<file path="config.mk">
export PLATFORM = sky130hd
export DESIGN_NAME = ffa_cell
export DESIGN_NICKNAME = d
export VERILOG_FILES = /design/src/rtl/ffa_pkg.sv /design/src/rtl/ffa_cell.sv
export SDC_FILE = /design/constraint.sdc
export NUM_CORES = 1
export LEC_CHECK = 0
export CAP_MARGIN = 15
export CORE_MARGIN = 2
export CORE_UTILIZATION = 67
export DETAILED_ROUTE_END_ITERATION = 6
export DONT_BUFFER_PORTS = 1
export PLACE_DENSITY = 0.83
export SYNTH_ARGS = -nofsm -noshare
export SYNTH_HDL_FRONTEND = slang
export SYNTH_SLANG_ARGS = --single-unit
</file>
<file path="constraint.sdc">
create_clock -name clk -period 5.5 [get_ports clk]
set_input_delay 0 -clock clk [delete_from_list [all_inputs] [get_ports clk]]
set_output_delay 0 -clock clk [all_outputs]
set_load 0.01 [all_outputs]
</file>
<file path="src/rtl/ffa_pkg.sv">
// ----------------------------------------------------------------------------
// ffa_pkg
// Shared types, widths and codes of the first-fit block allocator.
// ----------------------------------------------------------------------------
package ffa_pkg;

    localparam int ARENA_BYTES_DEF  = 65536;
    localparam int MAX_BLOCKS_DEF   = 64;
    localparam int HEADER_BYTES_DEF = 16;

    localparam int OFF_W   = 16;
    localparam int SIZE_W  = 17;
    localparam int STAT_W  = 3;
    localparam int SUM_W   = 26;
    localparam int PADDR_W = 3;
    localparam int PDATA_W = 32;

    localparam logic [STAT_W-1:0] ST_OK    = 3'd0;
    localparam logic [STAT_W-1:0] ST_OOM   = 3'd1;
    localparam logic [STAT_W-1:0] ST_NEVER = 3'd2;
    localparam logic [STAT_W-1:0] ST_FREED = 3'd3;
    localparam logic [STAT_W-1:0] ST_FULL  = 3'd4;

    localparam logic ACT_ALLOC   = 1'b0;
    localparam logic ACT_RELEASE = 1'b1;

    localparam logic REG_ARENA_LIMIT = 1'b0;

    typedef enum logic [2:0] {
        S_IDLE,
        S_EVAL,
        S_DECIDE,
        S_UPDATE,
        S_HOLD
    } state_t;

    typedef enum logic [2:0] {
        OP_NONE,
        OP_MARK,
        OP_SPLIT,
        OP_APPEND,
        OP_FREE,
        OP_MERGE_PREV,
        OP_MERGE_NEXT,
        OP_MERGE_BOTH
    } op_t;

    typedef struct packed {
        logic [OFF_W-1:0]  off;
        logic [SIZE_W-1:0] sz;
        logic              fr;
    } cell_data_t;

    typedef struct packed {
        logic fit;
        logic split_ok;
        logic hit;
        logic pf;
        logic nf;
        logic fr;
    } cell_flags_t;

    typedef struct packed {
        op_t               op;
        logic [SIZE_W-1:0] size;
        logic [OFF_W-1:0]  top;
    } cell_ctrl_t;

endpackage

</file>
<file path="src/rtl/ffa_cell.sv">
// ----------------------------------------------------------------------------
// ffa_cell
// One table entry: holds a block, flags it against the request, and shifts.
// ----------------------------------------------------------------------------
module ffa_cell #(
    parameter int IDX          = 0,
    parameter int CNT_W        = 7,
    parameter int HEADER_BYTES = ffa_pkg::HEADER_BYTES_DEF
) (
    input  logic                        clk,
    input  logic                        eval,
    input  logic                        upd,
    input  logic [CNT_W-1:0]            count,
    input  logic [ffa_pkg::SIZE_W-1:0]  size,
    input  logic [ffa_pkg::OFF_W-1:0]   addr,
    input  ffa_pkg::cell_data_t         prev_d,
    input  ffa_pkg::cell_data_t         next_d,
    input  ffa_pkg::cell_data_t         next2_d,
    input  logic                        sel_self,
    input  logic                        sel_prev,
    input  logic                        sel_next,
    input  logic                        gt_self,
    input  ffa_pkg::cell_ctrl_t         ctrl,
    output ffa_pkg::cell_data_t         data,
    output ffa_pkg::cell_flags_t        flags
);
    localparam int W = ffa_pkg::SIZE_W + 2;
    localparam logic [W-1:0] HDR = W'(HEADER_BYTES);
    localparam logic [W-1:0] ADDR_MAX = W'(17'h0FFFF);

    ffa_pkg::cell_data_t  data_reg, data_next;
    ffa_pkg::cell_flags_t flags_reg, flags_next;
    logic                 valid;
    logic                 nvalid;
    logic [W-1:0]         pay;

    assign valid  = CNT_W'(IDX) < count;
    assign nvalid = (CNT_W+1)'(IDX + 1) < {1'b0, count};
    assign pay    = W'(data_reg.off) + HDR;

    always_comb
    begin
        flags_next.fr       = data_reg.fr;
        flags_next.fit      = valid && data_reg.fr && (W'(data_reg.sz) >= W'(size))
                              && (pay <= ADDR_MAX);
        flags_next.split_ok = W'(data_reg.sz) >= (W'(size) + HDR);
        flags_next.hit      = valid && (pay == W'(addr));
        flags_next.pf       = (IDX > 0) && prev_d.fr;
        flags_next.nf       = nvalid && next_d.fr;
    end

    always_comb
    begin
        data_next = data_reg;
        case (ctrl.op)
            ffa_pkg::OP_MARK:
            begin
                if (sel_self)
                    data_next.fr = 1'b0;
            end
            ffa_pkg::OP_SPLIT:
            begin
                if (sel_self)
                begin
                    data_next.sz = ctrl.size;
                    data_next.fr = 1'b0;
                end
                else if (sel_prev)
                begin
                    data_next.off = ffa_pkg::OFF_W'(W'(prev_d.off) + HDR + W'(ctrl.size));
                    data_next.sz  = ffa_pkg::SIZE_W'(W'(prev_d.sz) - HDR - W'(ctrl.size));
                    data_next.fr  = 1'b1;
                end
                else if (gt_self)
                    data_next = prev_d;
            end
            ffa_pkg::OP_APPEND:
            begin
                if (sel_self)
                begin
                    data_next.off = ctrl.top;
                    data_next.sz  = ctrl.size;
                    data_next.fr  = 1'b0;
                end
            end
            ffa_pkg::OP_FREE:
            begin
                if (sel_self)
                    data_next.fr = 1'b1;
            end
            ffa_pkg::OP_MERGE_PREV:
            begin
                if (sel_next)
                    data_next.sz = ffa_pkg::SIZE_W'(W'(data_reg.sz) + HDR + W'(next_d.sz));
                else if (sel_self || gt_self)
                    data_next = next_d;
            end
            ffa_pkg::OP_MERGE_NEXT:
            begin
                if (sel_self)
                begin
                    data_next.sz = ffa_pkg::SIZE_W'(W'(data_reg.sz) + HDR + W'(next_d.sz));
                    data_next.fr = 1'b1;
                end
                else if (gt_self)
                    data_next = next_d;
            end
            ffa_pkg::OP_MERGE_BOTH:
            begin
                if (sel_next)
                    data_next.sz = ffa_pkg::SIZE_W'(W'(data_reg.sz) + HDR + HDR
                                   + W'(next_d.sz) + W'(next2_d.sz));
                else if (sel_self || gt_self)
                    data_next = next2_d;
            end
            default:
            begin
                data_next = data_reg;
            end
        endcase
    end

    always_ff @(posedge clk)
    begin
        if (eval)
            flags_reg <= flags_next;
        if (upd)
            data_reg <= data_next;
    end

    assign data  = data_reg;
    assign flags = flags_reg;

endmodule

</file>
Word level (Yosys, flattened, before mapping)
Cells that the tools add are included.
{"block": "op_classes", "n_addsub": 11, "n_mul": 0, "div": 0, "magnitude_cmp": 5, "eq_ne": 23, "n_shift": 0, "mux": 20, "bitwise_logic": 0, "reduce_logical": 11}
{"operator": "$mux 34", "n": 6}
{"operator": "$pmux 33 s5", "n": 1}
{"operator": "$mux 16", "n": 4}
{"operator": "$add 17x17->17", "n": 3}
{"operator": "$mux 18", "n": 2}
{"operator": "$add 17x5->17 const B", "n": 2}
{"operator": "$mux 17", "n": 2}
{"operator": "$reduce_and 11->1", "n": 2}
{"operator": "$ne 2x2->1 const B", "n": 10}
{"operator": "$add 17x5->18 const B", "n": 1}
{"operator": "$ge 17x18->1", "n": 1}
{"operator": "$add 16x5->17 const B", "n": 1}
{"operator": "$eq 17x16->1", "n": 1}
{"operator": "$ge 17x17->1", "n": 1}
{"operator": "$le 17x16->1 const B", "n": 1}
{"operator": "$sub 17x17->17", "n": 1}
{"operator": "$sub 17x5->17 const B", "n": 1}
{"operator": "$add 16x16->16", "n": 1}
{"operator": "$add 16x5->16 const B", "n": 1}
{"operator": "$lt 1x7->1 const A", "n": 2}
{"operator": "$eq 3x3->1 const B", "n": 4}
{"operator": "$ne 3x3->1 const B", "n": 4}
{"operator": "$pmux 1 s7", "n": 1}
{"operator": "$reduce_and 7->1", "n": 1}
{"operator": "other kinds (8)", "n": 16}
{"block": "totals", "regBits": 39, "latch_bits": 0, "ramBits": 0, "romBits": 0, "input_bits": 185, "output_inout_bits": 40, "wordCells": 78, "n_memories": 0}

Depth between registers and ports, before layout
Gate-level depths: netlist of run 1.
{"block": "logic_depth", "word_depth": 6, "mapped_depth": 16}

Worst setup path before layout of run 1
OpenSTA, ideal clock, no wires.
{"block": "synth_path", "path_kind": "reg2reg", "start": "register data_reg, in the netlist data[5]", "end": "register data_reg, in the netlist data[17], data pin", "setup_ns": 0.157, "arrival_ns": 3.801, "required_time_ns": 5.343, "path_slack_ns": 1.542, "path_stages_with_launch": 17, "path_buffers": 0, "synth_period_minus_slack_ns": 3.958, "path_cell_list": "edfxtp_1 > ha_1 > nand2_1 > nor3_1 > xor2_1 > fa_1 > ha_1 > ha_1 > a21oi_1 > nor2b_1 > o21ai_0 > nand2_1 > a21o_1 > a21oi_1 > xnor2_1 > mux2_1 > a32oi_1"}
{"element": "start, declared", "line_no": "ffa_cell.sv:31", "text": "ffa_pkg::cell_data_t data_reg, data_next;"}
{"element": "start signal, assigned", "line_no": "ffa_cell.sv:128", "text": "data_reg <= data_next;"}

==> results.toml, run 1 <==
[critical_path]
worstSetupPathType = "reg -> reg"
reg2reg_depth = 16
arrival_ns = 4.67
reg2reg_from = "data[5]"
crit_path_end_kind = "flop"
timing.rr.end = "data[17]"
crit_fanout = 8
required_ns = 5.62
reg2reg_slack_ns = 0.96
crit_path_start_kind = "flop"

[layout]
layout_commonest_cell = "ha_1"
nets = 1395
layout-drive-gt1-share_pct = 3.23
largest_register_ffs = 34
antenna_cells = 0
postLayoutCoreUtil_pct = 73.3
register_area_um2 = 1170
multiInputGateArea_um2 = 6690
layout_common_cells = "ha_1 (139), a21oi_1 (108), inv_1 (100)"
syn_to_final_growth_pct = 5.96
fillers = 990

[pwr]
seq_power_share_pct = 22.8
power_density_nw_per_um2 = 212
p_clk_share_pct = 18.2
p_leak_uw = 0.00400
p_int_uw = 1090
p_switching_uw = 792
combPwrFrac_pct = 59.0
ir_drop_uv = 160
p_sw_share_pct = 42.2

[floorplan]
die_h_um = 116
die_area_um2 = 13400
row_count = 40
design.core.area_um2 = 12100
die_w_um = 116
start_util_pct = 69.2
io_pins = 225

[clocking]
clock_latency_ns = 0.29
path_clk_slew_ns = 0.06
clock-sinks = 39
cts-buffers-inserted = 5
clockBufferDepth = 2
cts_max_level = 2
clockRootBuffer = "clkbuf_16"
cts_tree = "built"

[sta]
clock.fmax_mhz = 220
finalCritPeriodShare_pct = 82.6
finalSetupViolations = 0
fin_skew_ns = 0.00474
rsz0062_at_grt = "false"
final-hold-violation-count = 0
maxSlewViolCount = 0
tightest_slew_ns = 0.984
min_period_ns = 4.54
finalSetupTns_ns = 0
relSlewSlack_pct = 34.2
hold_slack_ns = 0.00165

[routing]
drtIter0Drc = 995
met2_length_mm = 12.0
wl_mm = 26.4
met1_length_mm = 9.81
vias = 8190
dr_wl_met3_mm = 3.49
top_layer_used = "met4"
drcViolationCount = 0
ant_nets = 0
drt-vias-per-instance = 6.71
routedWlPerCell_um = 21.6
first_pass_iters = 6

[placement]
dp_hpwl_mm = 21.1
place.gp.congestion = 1.07
placement.io_buffers = 0

[global_routing]
grt_antenna_before_repair = 0
grt_pass1_vias = 7770
grt_max_degree = 48
grt_pass1_wl_mm = 39.8
grt_overflow = 0
grtUsageTotal_pct = 38.1

[hold_path]
hold_end = "data[4]"
min_delay_path_depth = 2
min_from = "ctrl[19]"
hold_class = "in -> reg"

[synthesis]
syn_area_per_cell_um2 = 7.96
ys_seq_area_share_pct = 14.0
synth_edf_count = 39
synth_seq_cells = 39
syn-cell-area_um2 = 8380
synthesis.nets = 1396
netlist_instances = 1052
ys.flop_type = "edfxtp_1"
synthArstFlopShare_pct = 0
yosys_warnings = 0
synth.distinct_cells = 70

[flow_run]
drv_cap = 0

[outcome]
outcome = "finished clean"
[cell type report]
class                   instances  share of cell area (%)
repair buffers                 26                    2.81
inverters                     103                    4.36
well taps                     168                    2.37
multi-input cells             876                    75.4
flip-flops and latches         39                    13.2
clock buffers                   5                    1.41
clock inverters                 3                   0.493
[critical path, cell delays in order (launching register included)]
cell and delay [ns]:
edfxtp_1 0.62, ha_1 0.31, nand2_1 0.09, nor3_1 0.42, xor2_1 0.26, fa_1 0.45, ha_1 0.31, ha_1 0.38
a21oi_1 0.18, nor2b_1 0.06, o21ai_0 0.15, nand2_1 0.09, a21o_1 0.16, a21oi_1 0.18, xnor2_1 0.15, mux2_1 0.34
a32oi_1 0.21
[synthesized netlist by cell type, types with 3 or more instances]
library cell | number | area, µm²
ha_1 | 139 | 1740
a21oi_1 | 108 | 541
inv_1 | 100 | 375
nor2_1 | 77 | 289
nand2_1 | 75 | 282
xnor2_1 | 66 | 578
o21ai_0 | 55 | 275
edfxtp_1 | 39 | 1170
xor2_1 | 31 | 272
mux2i_1 | 30 | 300
nand3_1 | 30 | 150
a21o_1 | 28 | 210
nor3_1 | 24 | 120
clkbuf_1 | 23 | 86.3
fa_1 | 20 | 400
a221oi_1 | 16 | 140
o21a_1 | 12 | 90.1
a221o_1 | 10 | 100
nand4_1 | 10 | 62.6
a211oi_1 | 9 | 67.6
a22oi_1 | 9 | 67.6
a31oi_1 | 9 | 56.3
buf_1 | 9 | 33.8
mux2_2 | 9 | 101
and3_1 | 8 | 50.1
nand2b_1 | 8 | 50.1
nor2b_1 | 7 | 43.8
o21ai_1 | 7 | 35.0
o21bai_1 | 6 | 45.0
nor4_1 | 5 | 31.3
o211ai_1 | 4 | 30.0
or3_1 | 4 | 25.0
a211o_1 | 3 | 26.3
a211oi_2 | 3 | 37.5
a2bb2oi_1 | 3 | 26.3
and2_1 | 3 | 18.8
o22ai_1 | 3 | 18.8
o31a_1 | 3 | 26.3
[per-layer routing]
metal | track usage, % | up-vias
li1 | - | 3849
met1 | 48.6 | 3715
met2 | 61.4 | 542
met3 | 10.8 | 84
met4 | 14.8 | 0
met5 | 0 | -
[how the worst max path moves through the flow]
stage	from	end	slack, ns	cells past startpoint
after floorplan	data[5]	data[17]	1.54	16
final	data[5]	data[17]	0.96	16
after global placement	data[5]	data[17]	1.12	16
after detailed placement	data[5]	data[17]	1.01	16
after CTS	data[5]	data[17]	0.98	16
after global routing	data[5]	data[17]	0.55	16
[through the flow]
stage / setup slack [ns] / cells / total power, µW / area (µm²)
6_report: 0.956 / 1220 / 1880 / 8880
3_5_place_dp: 1.01 / 1191 / 1490 / 8500
4_1_cts: 0.978 / 1219 / 1850 / 8860
3_3_place_gp: 1.12 / 1191 / 1470 / 8500
5_1_grt: 0.548 / 1220 / 2010 / 8880
2_1_floorplan: 1.54 / 1052 / 1280 / 8380
[timing repair]
item | CTS | global route
buffers inserted | 0 | 0
gates resized for setup | 0 | 0
hold buffers | 20 | 0
endpoints found under the hold margin | 25 | 0
[logic make-up (layout without fill, tap and decap cells)]
family / count (synthesis) / in the layout / share of synthesized area [%]
xor gates and xnor gates: 97 / 97 / 10.1
adders and majority gates: 159 / 159 / 25.5
AOI/OAI and AO/OA: 318 / 318 / 24.8
and+or+nand+nor: 260 / 260 / 14.2
other: 1 / 1 / 0.0448
muxes: 41 / 41 / 5.06
buffers and inverters: 137 / 137 / 6.23
DFF: 39 / 39 / 14.0
[power groups by stage]
stage	logic (µW)	registers [µW]	clock network, µW
2_1_floorplan	869	415	0
3_3_place_gp	1040	432	0
3_5_place_dp	1060	433	0
4_1_cts	1090	427	339
5_1_grt	1230	431	352
6_report	1110	428	342
Note: power is estimated with default switching activity, not from simulation.
==> inputs of run 2 (changes only) <==
Settings changed: ABC_AREA from default to 1.
Clock period 5.5 ns to 4.5 ns, I/O delays scaled along.
==> run 2 against run 1 <==
  * Count of clock-buffer cells in the layout is the same
  * Worst setup slack lost 0.64 ns
  * Flip-flop and latch count is the same
  * Die area is 8.7% higher
  * Synthesized cell count grew 37%
  * Cell area rose by 9.9%
  * First-iteration DRC count shrank 7.1%
  * Total power rose by 26%
  * Core utilization increased by 0.063 points
  * Area after synthesis grew 9.0%
  * Clock power is 21% higher
  * Critical path type unchanged
  * Sequential share of layout area decreased by 1.2 points
  * Largest cell class unchanged
==> results.toml, run 2 <==
[routing]
met2_length_mm = 13.3
drcViolationCount = 0
vias = 10091
first_pass_iters = 5
dr_wl_met3_mm = 3.88
drt-vias-per-instance = 6.20
ant_nets = 0
met1_length_mm = 12.1
drtIter0Drc = 924
routedWlPerCell_um = 18.6
top_layer_used = "met4"
wl_mm = 30.3

[critical_path]
worstSetupPathType = "reg -> reg"
crit_path_end_kind = "flop"
arrival_ns = 4.22
crit_fanout = 7
cp_cell_sequence = "ha_1, nand3_1, nor2_2, xor2_1, fa_1, ha_1, ha_1, a21oi_1, o21ai_0, nand2_1, nand2_1, nor2_1, inv_1, nand2_1, nand3_1, nand2_1, nand2_1, nor2_1, nand2_1"
crit_path_frequent_cell = "nand2_1"
crit_path_start_kind = "flop"
crit_path_top_delay_cell = "edfxtp_1"
required_ns = 4.54
crit_path_max_incr_delay_ns = 0.58

[synthesis]
syn-cell-area_um2 = 9130
synth_seq_cells = 39
synth.most_common_cell = "nand2_1"
yosys-top-cells-count = "nand2_1 (343), inv_1 (228), ha_1 (139)"
synthMuxAreaShare_pct = 0.219
synth.distinct_cells = 52
synth-simple-area-share_pct = 31.9
synthArstFlopShare_pct = 0
netlist.area_leader.share_pct = 19.0
synth_edf_count = 39
synth.area.top_cells = "ha_1 (19%), nand2_1 (14%), edfxtp_1 (13%)"
synth_area_leader_cell = "ha_1"
synth_xor_area_share_pct = 4.22
netlist_instances = 1436
ys_seq_area_share_pct = 12.8
synth_compound_area_share_pct = 16.4
yosys_warnings = 0
ys.flop_type = "edfxtp_1"
synthesis.nets = 1780
syn_area_per_cell_um2 = 6.36
yosys.area_share.adder_pct = 23.4
synth_top_family_by_area = "simple AND/OR/NAND/NOR gates"

[layout]
nets = 1795
layout_commonest_cell = "nand2_1"
multiInputGateArea_um2 = 6960
antenna_cells = 0
finalNonFillerCells = 1628
syn_to_final_growth_pct = 6.77
layout_common_cells = "nand2_1 (343), inv_1 (228), ha_1 (139)"
layout-drive-gt1-share_pct = 2.82
largest_register_ffs = 34
register_area_um2 = 1170
fillers = 1160

[pwr]
power_density_nw_per_um2 = 243
ir_drop_uv = 162
p_leak_uw = 0.00505

[floorplan]
row_count = 42
start_util_pct = 68.7
design.core.area_um2 = 13300
die_h_um = 121
die_w_um = 121
io_pins = 225
die_area_um2 = 14600

[sta]
finalCritPeriodShare_pct = 92.9
min_period_ns = 4.18
fin_skew_ns = 0.00510
clock.fmax_mhz = 239
finalSetupViolations = 0
tightest_slew_ns = 1.05
finalSetupTns_ns = 0
rsz0062_at_grt = "false"
final-hold-violation-count = 0
hold_slack_ns = 0.00462
maxSlewViolCount = 0
relSlewSlack_pct = 29.5

[global_routing]
grt_antenna_before_repair = 0
grt_overflow = 0
grt_pass1_vias = 9418
grt_pass1_wl_mm = 47.6
grtUsageTotal_pct = 41.5
grt_max_degree = 39

[clocking]
clockRootBuffer = "clkbuf_16"
clock_latency_ns = 0.29
clock-sinks = 39
clockBufferDepth = 2
cts_setup_buffers = 0
cts-buffers-inserted = 5
cts_max_level = 2
cts_tree = "built"
path_clk_slew_ns = 0.06

[outcome]
outcome = "finished clean"

[hold_path]
hold_class = "in -> reg"

[placement]
dp_hpwl_mm = 24.6
placement.io_buffers = 0
place.gp.congestion = 1.09
dp_cells = 1588

[flow_run]
drv_cap = 0
[run 2: changes by cell type in the layout (fill, tap and decap cells not counted), sizes merged, moves of 21 or more]
cell / before / now
nand2: 75 / 347
inv: 102 / 234
nand3: 30 / 116
nor2: 77 / 137
xnor2: 66 / 9
mux2i: 30 / 2
a21o: 28 / 6
nand4: 10 / 31
[run 2: logic make-up (layout without fill, tap and decap cells)]
family,Yosys count,count (layout)
adders and majority gates,159,159
other,1,1
DFF,39,39
buffers and inverters,263,279
xor gates and xnor gates,44,44
muxes,2,2
and+or+nand+nor,673,673
AOI/OAI and AO/OA,255,255
[run 2: per-stage QoR]
step	setup WS, ns	power [µW]	instance area, µm²	util (%)
4_1_cts	0.433	2320	9750	73.3
5_1_grt	0.0181	2570	9750	73.3
3_5_place_dp	0.457	1880	9260	69.7
2_1_floorplan	1.03	1580	9130	-
3_3_place_gp	0.562	1850	9260	69.7
6_report	0.320	2370	9750	73.3
[run 2: timing repair]
action / 4_1_cts / 5_1_grt
hold buffers: 32 / 0
endpoints found under the hold margin: 23 / 0
resized for setup: 0 / 0
[run 2: path summary, 6_finish.rpt]
kind,from,endpoint,slack (ns),cells after the start
setup reg to reg,data[5],data[17],0.32,19
hold reg to reg,data[0],flags[0],0.59,0
setup / recovery,data[5],data[17],0.32,19
hold / removal,count[2],flags[1],0.005,4
[run 2: critical path: cells and delay by family (launching register included)]
family / cells / cell delay, ns
simple gates: 11 / 1.20
buf+inv: 1 / 0.07
flops: 1 / 0.58
xor+xnor: 1 / 0.40
fa+ha+maj: 4 / 1.34
compound gates: 2 / 0.36
[run 2: layout make-up]
| type | instances | area share [%] |
|---|---|---|
| clock inverters | 3 | 0.449 |
| repair buffers | 37 | 3.67 |
| inverters | 234 | 9.01 |
| flip-flops and latches | 39 | 12.0 |
| multi-input cells | 1134 | 71.3 |
| clock buffers | 5 | 1.28 |
| well taps | 176 | 2.26 |
[run 2: per-layer routing]
metal  track usage, %  vias up
li1                 -     4853
met1             54.9     4516
met2             66.8      635
met3             10.2       87
met4             12.9        0
met5                0        -
[run 2: power by group]
part           leakage, µW  switching [µW]  internal [µW]
Clock            0.0000838             151            262
Sequential        0.000366            71.0            452
Combinational      0.00460             895            539
Total              0.00505            1120           1250
==> inputs of run 3 (changes only) <==
==> constraint.sdc (replaced) <==
create_clock -name clk -period 4.5 [get_ports clk]
set_input_delay 0 -clock clk [delete_from_list [all_inputs] [get_ports clk]]
set_output_delay 0 -clock clk [all_outputs]
set_load 0.005 [all_outputs]
==> run 3 against run 2 <==
  * Die area stayed put
  * Sequential power is 2% lower
  * Cell count hardly changed
  * Worst hold slack worse by 0.0043 ns
  * Clock power is 2% higher
  * Count of clock-buffer cells in the layout stayed put
  * Global-route usage is 0.33 points lower
==> results.toml, run 3 (same netlist as run 2, synthesis figures left out) <==
[sta]
tightest_slew_ns = 1.02
relSlewSlack_pct = 31.5
finalSetupTns_ns = 0
rsz0062_at_grt = "false"
clock.fmax_mhz = 245
min_period_ns = 4.09
fin_skew_ns = 0.00461
maxSlewViolCount = 0
final-hold-violation-count = 0
finalSetupViolations = 0
finalCritPeriodShare_pct = 90.8

[global_routing]
grt_max_degree = 39
grt_antenna_before_repair = 1
grt_overflow = 0
grt_pass1_vias = 9464
grtUsageTotal_pct = 41.2
grt_pass1_wl_mm = 47.2

[floorplan]
design.core.area_um2 = 13300
io_pins = 225
row_count = 42
start_util_pct = 68.7
die_w_um = 121
die_area_um2 = 14600
die_h_um = 121

[placement]
postPlaceCellArea_um2 = 9260
dp_hpwl_mm = 24.6
place.gp.congestion = 1.11
placement.io_buffers = 0

[routing]
drt-vias-per-instance = 6.21
wl_mm = 30.6
met1_length_mm = 12.0
vias = 10120
drcViolationCount = 0
first_pass_iters = 7
met2_length_mm = 13.5
ant_nets = 0
top_layer_used = "met4"
routedWlPerCell_um = 18.8
drtIter0Drc = 1093
dr_wl_met3_mm = 4.03

[clocking]
cts-buffers-inserted = 5
cts_tree = "built"
path_clk_slew_ns = 0.06
clockBufferDepth = 2
clock-sinks = 39
cts_resized = 0
cts_max_level = 2
clock_latency_ns = 0.29
clockRootBuffer = "clkbuf_16"

[critical_path]
crit_path_top_delay_cell = "edfxtp_1"
required_ns = 4.54
worstSetupPathType = "reg -> reg"
crit_path_end_kind = "flop"
crit_path_max_incr_delay_ns = 0.55
arrival_ns = 4.13
cp_cell_sequence = "nand3_1, nor2_1, nand4_1, nor2_1, nand2_1, xnor2_1, fa_1, ha_1, ha_1, inv_1, o21bai_1, a21boi_0, nand2_1, nor2_1, inv_1, nand2_1, nand3_1, nand2_1, nand2_1, nor2_1, nand2_1"
crit_path_start_kind = "flop"
reg2reg_slack_ns = 0.41
crit_fanout = 7
crit_path_frequent_cell = "nand2_1"

[hold_path]
hold_class = "in -> reg"

[outcome]
outcome = "finished clean"

[layout]
largest_register_ffs = 34
final_area_um2 = 9760
fillers = 1153
syn_to_final_growth_pct = 6.85
layout_commonest_cell = "nand2_1"
nets = 1795
layout-drive-gt1-share_pct = 2.75
layout_common_cells = "nand2_1 (343), inv_1 (228), ha_1 (139)"

[flow_run]
drv_cap = 0

[pwr]
p_total_uw = 2380
power_density_nw_per_um2 = 243
ir_drop_uv = 170
p_leak_uw = 0.00505
==> run 3: changes by cell type in the layout (fill, tap and decap cells not counted), sizes merged <==
cell         change
buf              -1
dlygate4sd3      +1
diode            +1
clkinvlp         +1
inv              +1
clkinv           -2
==> run 3: routing by layer <==
metal / global-route usage (%) / vias to the layer above
met5: 0 / -
met4: 13.4 / 0
met3: 10.8 / 91
met2: 66.8 / 627
met1: 53.4 / 4558
li1: - / 4844
==> run 3: power breakdown <==
| part | leakage, µW | switching [µW] | internal (µW) |
|---|---|---|---|
| combinational | 0.00460 | 902 | 540 |
| sequential | 0.000366 | 61.0 | 452 |
| clock | 0.0000804 | 156 | 264 |
| total | 0.00505 | 1120 | 1260 |
==> run 3: repair_timing <==
item	CTS	global route
setup buffers	0	0
hold buffers	33	0
endpoints found under the hold margin	23	0
==> run 3: cell type report <==
cell class	instances	area (µm²)	area share (%)
inverter	234	878	9.00
timing repair buffer	37	360	3.69
clock buffer	5	125	1.28
multi-input combinational	1134	6960	71.3
tap	176	220	2.26
antenna	1	2.50	0.0256
clock inverter	3	46.3	0.474
sequential	39	1170	12.0
==> run 3: worst paths after layout <==
kind / startpoint / cells after the start / endpoint
setup / recovery: data[5] / 21 / data[17]
hold / removal: count[2] / 4 / flags[1]
hold reg to reg: data[0] / 0 / flags[0]
setup reg to reg: data[5] / 21 / data[17]
==> run 3: per-stage QoR <==
stage / setup WS, ns / util (%) / instances / hold WS [ns]
3_5_place_dp: 0.481 / 69.6 / 1587 / 0.113
5_1_grt: 0.00892 / 73.4 / 1629 / 0.0187
2_1_floorplan: 1.08 / - / 1436 / 0.112
3_3_place_gp: 0.608 / 69.6 / 1587 / 0.113
4_1_cts: 0.451 / 73.4 / 1628 / 0.00577
6_report: 0.414 / 73.4 / 1629 / 0.000312
==> run 3: worst max-delay path: cells and delay by family (launching register included) <==
kind | cells | cell delay (ns)
xor+xnor | 1 | 0.29
flops | 1 | 0.55
compound gates | 2 | 0.26
fa+ha+maj | 3 | 1.16
simple gates | 13 | 1.42
buf+inv | 2 | 0.16
